<file path="config.mk">
export PLATFORM = sky130hd
export DESIGN_NAME = chte_ram
export DESIGN_NICKNAME = d
export VERILOG_FILES = /design/src/rtl/core/chte_ram.sv
export SDC_FILE = /design/constraint.sdc
export NUM_CORES = 2
export LEC_CHECK = 0
export CAP_MARGIN = 20
export CORE_UTILIZATION = 25
export DETAILED_ROUTE_END_ITERATION = 10
export DONT_BUFFER_PORTS = 1
export GPL_TIMING_DRIVEN = 0
export SLEW_MARGIN = 25
export SYNTH_ARGS = -nofsm -noshare
export SYNTH_HDL_FRONTEND = slang
export SYNTH_SLANG_ARGS = --single-unit
</file>
<file path="constraint.sdc">
create_clock -name clk -period 4.65 [get_ports clk]
set_clock_uncertainty 0.05 [all_clocks]
set_input_delay 0.93 -clock clk [delete_from_list [all_inputs] [get_ports clk]]
set_output_delay 0.93 -clock clk [all_outputs]
set_load 0.01 [all_outputs]
</file>
<file path="src/rtl/core/chte_ram.sv">
// generic simple dual-port ram, one write and one registered read port
// no dependencies
module chte_ram #(
  parameter int WIDTH = 8,
  parameter int DEPTH = 256
) (
  input  logic                     clk,
  input  logic                     we,
  input  logic [$clog2(DEPTH)-1:0] waddr,
  input  logic [WIDTH-1:0]         wdata,
  input  logic [$clog2(DEPTH)-1:0] raddr,
  output logic [WIDTH-1:0]         rdata
);

  logic [WIDTH-1:0] mem [DEPTH];

  // write and registered read
  always_ff @(posedge clk) begin
    if (we) begin
      mem[waddr] <= wdata;
    end
    rdata <= mem[raddr];
  end

endmodule

</file>
==> metrics.txt <==
outcome=finished, final reports clean; path depth of the worst reg2reg path=6; Clk Tree Root Cell=clkbuf_16; # fillers=30500; # H-tree levels=4; Clk pin slew, worst setup/hold paths=0.06 ns; post-synthesis mux area share=14.6%; Tmin final=4.53 ns; Critical path origin=raddr[2]; I/O pin total=34; vias=around 42000; Post-CTS Setup Inserts=0; fraction of registers with async set/reset=0%; Pins Over Slew Limit=0; crit start category=input pin; Setup crit end kind=flip-flop; Synth Instances=3733; die height=roughly 570 um; Starting Density=25.2%; core area=0.316 mm2; CTS Buffer Depth=3; Tot GR Track Use=15.0%; Final Hold Fails=0; Post-CTS Hold Buffers=0; HP Class=in -> reg; largest family of logic cells by synthesized area=multiplexers; Setup WS pre-CTS=-0.696 ns; DRC viols=0; R2R Setup Slk=1.33 ns; Leak=27.4 nW; leading area contributor after synthesis=edfxtp_1; ANT nets after route=0; Post-DP Area=about 0.085 mm2; Final period util=97.4%; gpl congestion=0.938; Post-synth EDFFs=2048; fraction of layout cells with a size suffix above 1=22.4%; row count=206; drt first pass iters=8; Mapped Nets=approximately 3800; count leader, synth=edfxtp_1; average wire per standard cell=between 30 and 40 um; CTS buffer count=204; Hold EP=mem[71][3]; Yosys reg bits=2056; CTS tree=done; die area=about 0.32 mm2; GRT overflow=0; Area Growth Syn to Fin=15.2%; Main synth FF type=edfxtp_1; worst setup margin=0.121 ns; synth unique cells=55; slowest stage delay, CP=roughly 0.9 ns; Port-buffer cells=0; initial antenna violation count=10; P per Cell Area=418 mW/mm2; setup violators final=0; RSZ-0062 raised after global routing=no; PostCTS Resize Cnt=0; CP delay by family, top=buffers and inverters; synth warn=0; FF-to-FF Start=mem[83][3]; share of the synthesized area in the top cell type=just under 80%; synth cell count leaders=edfxtp_1, mux4_2, nor2_1; FF-to-FF End=rdata[3]; first-pass GRT wire length=335000 um; vias in the first global route=40000; setup tns final=0 ns; Post-Synth XOR/XNOR Area=0%; final wirelength=about 250000 um; Max Fanout on Critical Path=10; Critical Path RT=5.27 ns; Clk Latency, worst-skew pair=0.87 ns; Worst Path Buf+Inv=3; largest net degree at the start of global routing=257; WHS Path Cells=0; sequential share of the synthesized area=~78%; nets@finish=a little under 4000; Max Cap Violations=0; Worst EP arrival=5.14 ns; HPWL after detailed placement=between 150000 and 200000 um; Syn Area/Cell=between 20 and 25 um2; Synth Area in Compound Gates=3.42%; mapped cell area=0.0796 mm2; slowest CP cell=nor4_2; Die Span X=566 um; largest cells by area after synthesis=edfxtp_1, mux4_2, mux2i_1; Synth Area in Adders=0%; Post-Layout Inst Area=approximately 0.092 mm2; Post-Synth Simple-Gate Area=between 2 and 3%; Slew headroom=18.7%; Crit Path Class=in -> reg; Slew @ Worst Pin=around 1.2 ns; Vias/cell=5.01; CTS Sinks=2056; worst vdd ir=slightly above 0.4 mV; hold path startpoint=wdata[3]; most frequent CP cell=clkbuf_1; CP Cell Sequence=buf_2, nor2_1, clkbuf_1, clkbuf_1, a22oi_1, a21oi_1, nor3_1, nor4_2; fmax=approximately 0.22 GHz; Initial DRC Count=6668
through the flow:
| step | utilization [%] | hold WS (ns) | power (mW) | std cells |
|---|---|---|---|---|
| after floorplan | - | 0.720 | 21.8 | 3733 |
| after global placement | 26.8 | 1.09 | 22.7 | 7893 |
| after detailed placement | 27.0 | 1.09 | 22.7 | 7907 |
| after CTS | 29.0 | 0.206 | 38.3 | 8276 |
| after global routing | 29.0 | 0.133 | 39.0 | 8278 |
| final | 29.0 | 0.164 | 38.3 | 8289 |
area by class of cell:
type                    instances  area [um2]  share of cell area (%)
clock inverters               116        1020                    1.11
clock buffers                 253        5330                    5.82
multi-input cells            1442       16600                    18.1
repair buffers                 14         290                   0.317
plain buffers                 233        1510                    1.65
inverters                       2        7.51                 0.00819
well taps                    4160        5200                    5.68
diodes                         13        32.5                  0.0355
flip-flops and latches       2056       61700                    67.3
power breakdown:
part	leakage, nW	internal, mW	switching (mW)
combinational	5.80	0.631	1.27
clock	3.08	8.80	7.12
sequential	18.5	20.4	0.0303
worst max path at each step:
stage               end  slack [ns]  depth (start not counted)
2_1_floorplan  rdata[2]        1.73                          9
3_3_place_gp   rdata[4]       -1.87                          8
3_5_place_dp   rdata[3]       -0.70                          9
4_1_cts        rdata[3]        0.21                          9
5_1_grt        rdata[0]        0.33                          9
6_report       rdata[6]        0.12                          8
state kept, by name (all words and copies together), names as in the netlist:
name   flops
rdata      8
mem     2048
per-layer routing:
layer,share of wire [%],track usage (%)
met4,5.0,7.06
met2,46,23.4
met3,11,3.97
met1,38,19.6
met5,0,0
cells in the final DEF (no fill, tap or decap), types with 27 or more instances in the layout:
master	instances
edfxtp_1	2048
mux4_2	454
nor2_1	276
clkbuf_16	206
mux2i_1	134
a22oi_1	133
clkbuf_1	119
a21oi_1	95
clkinv_1	57
o221ai_1	46
buf_2	42
clkbuf_2	39
nand3_1	34
nand2_1	33
nor2b_1	31
clkinv_2	30
o22ai_1	28
buf_4	27
cells by family after synthesis:
logic type             after synthesis
AO/OA/AOI/OAI                      385
buffers and inverters              235
AND/OR/NAND/NOR                    466
flip-flops                        2056
multiplexers                       591
No activity file was read; power rests on OpenSTA's default activity.
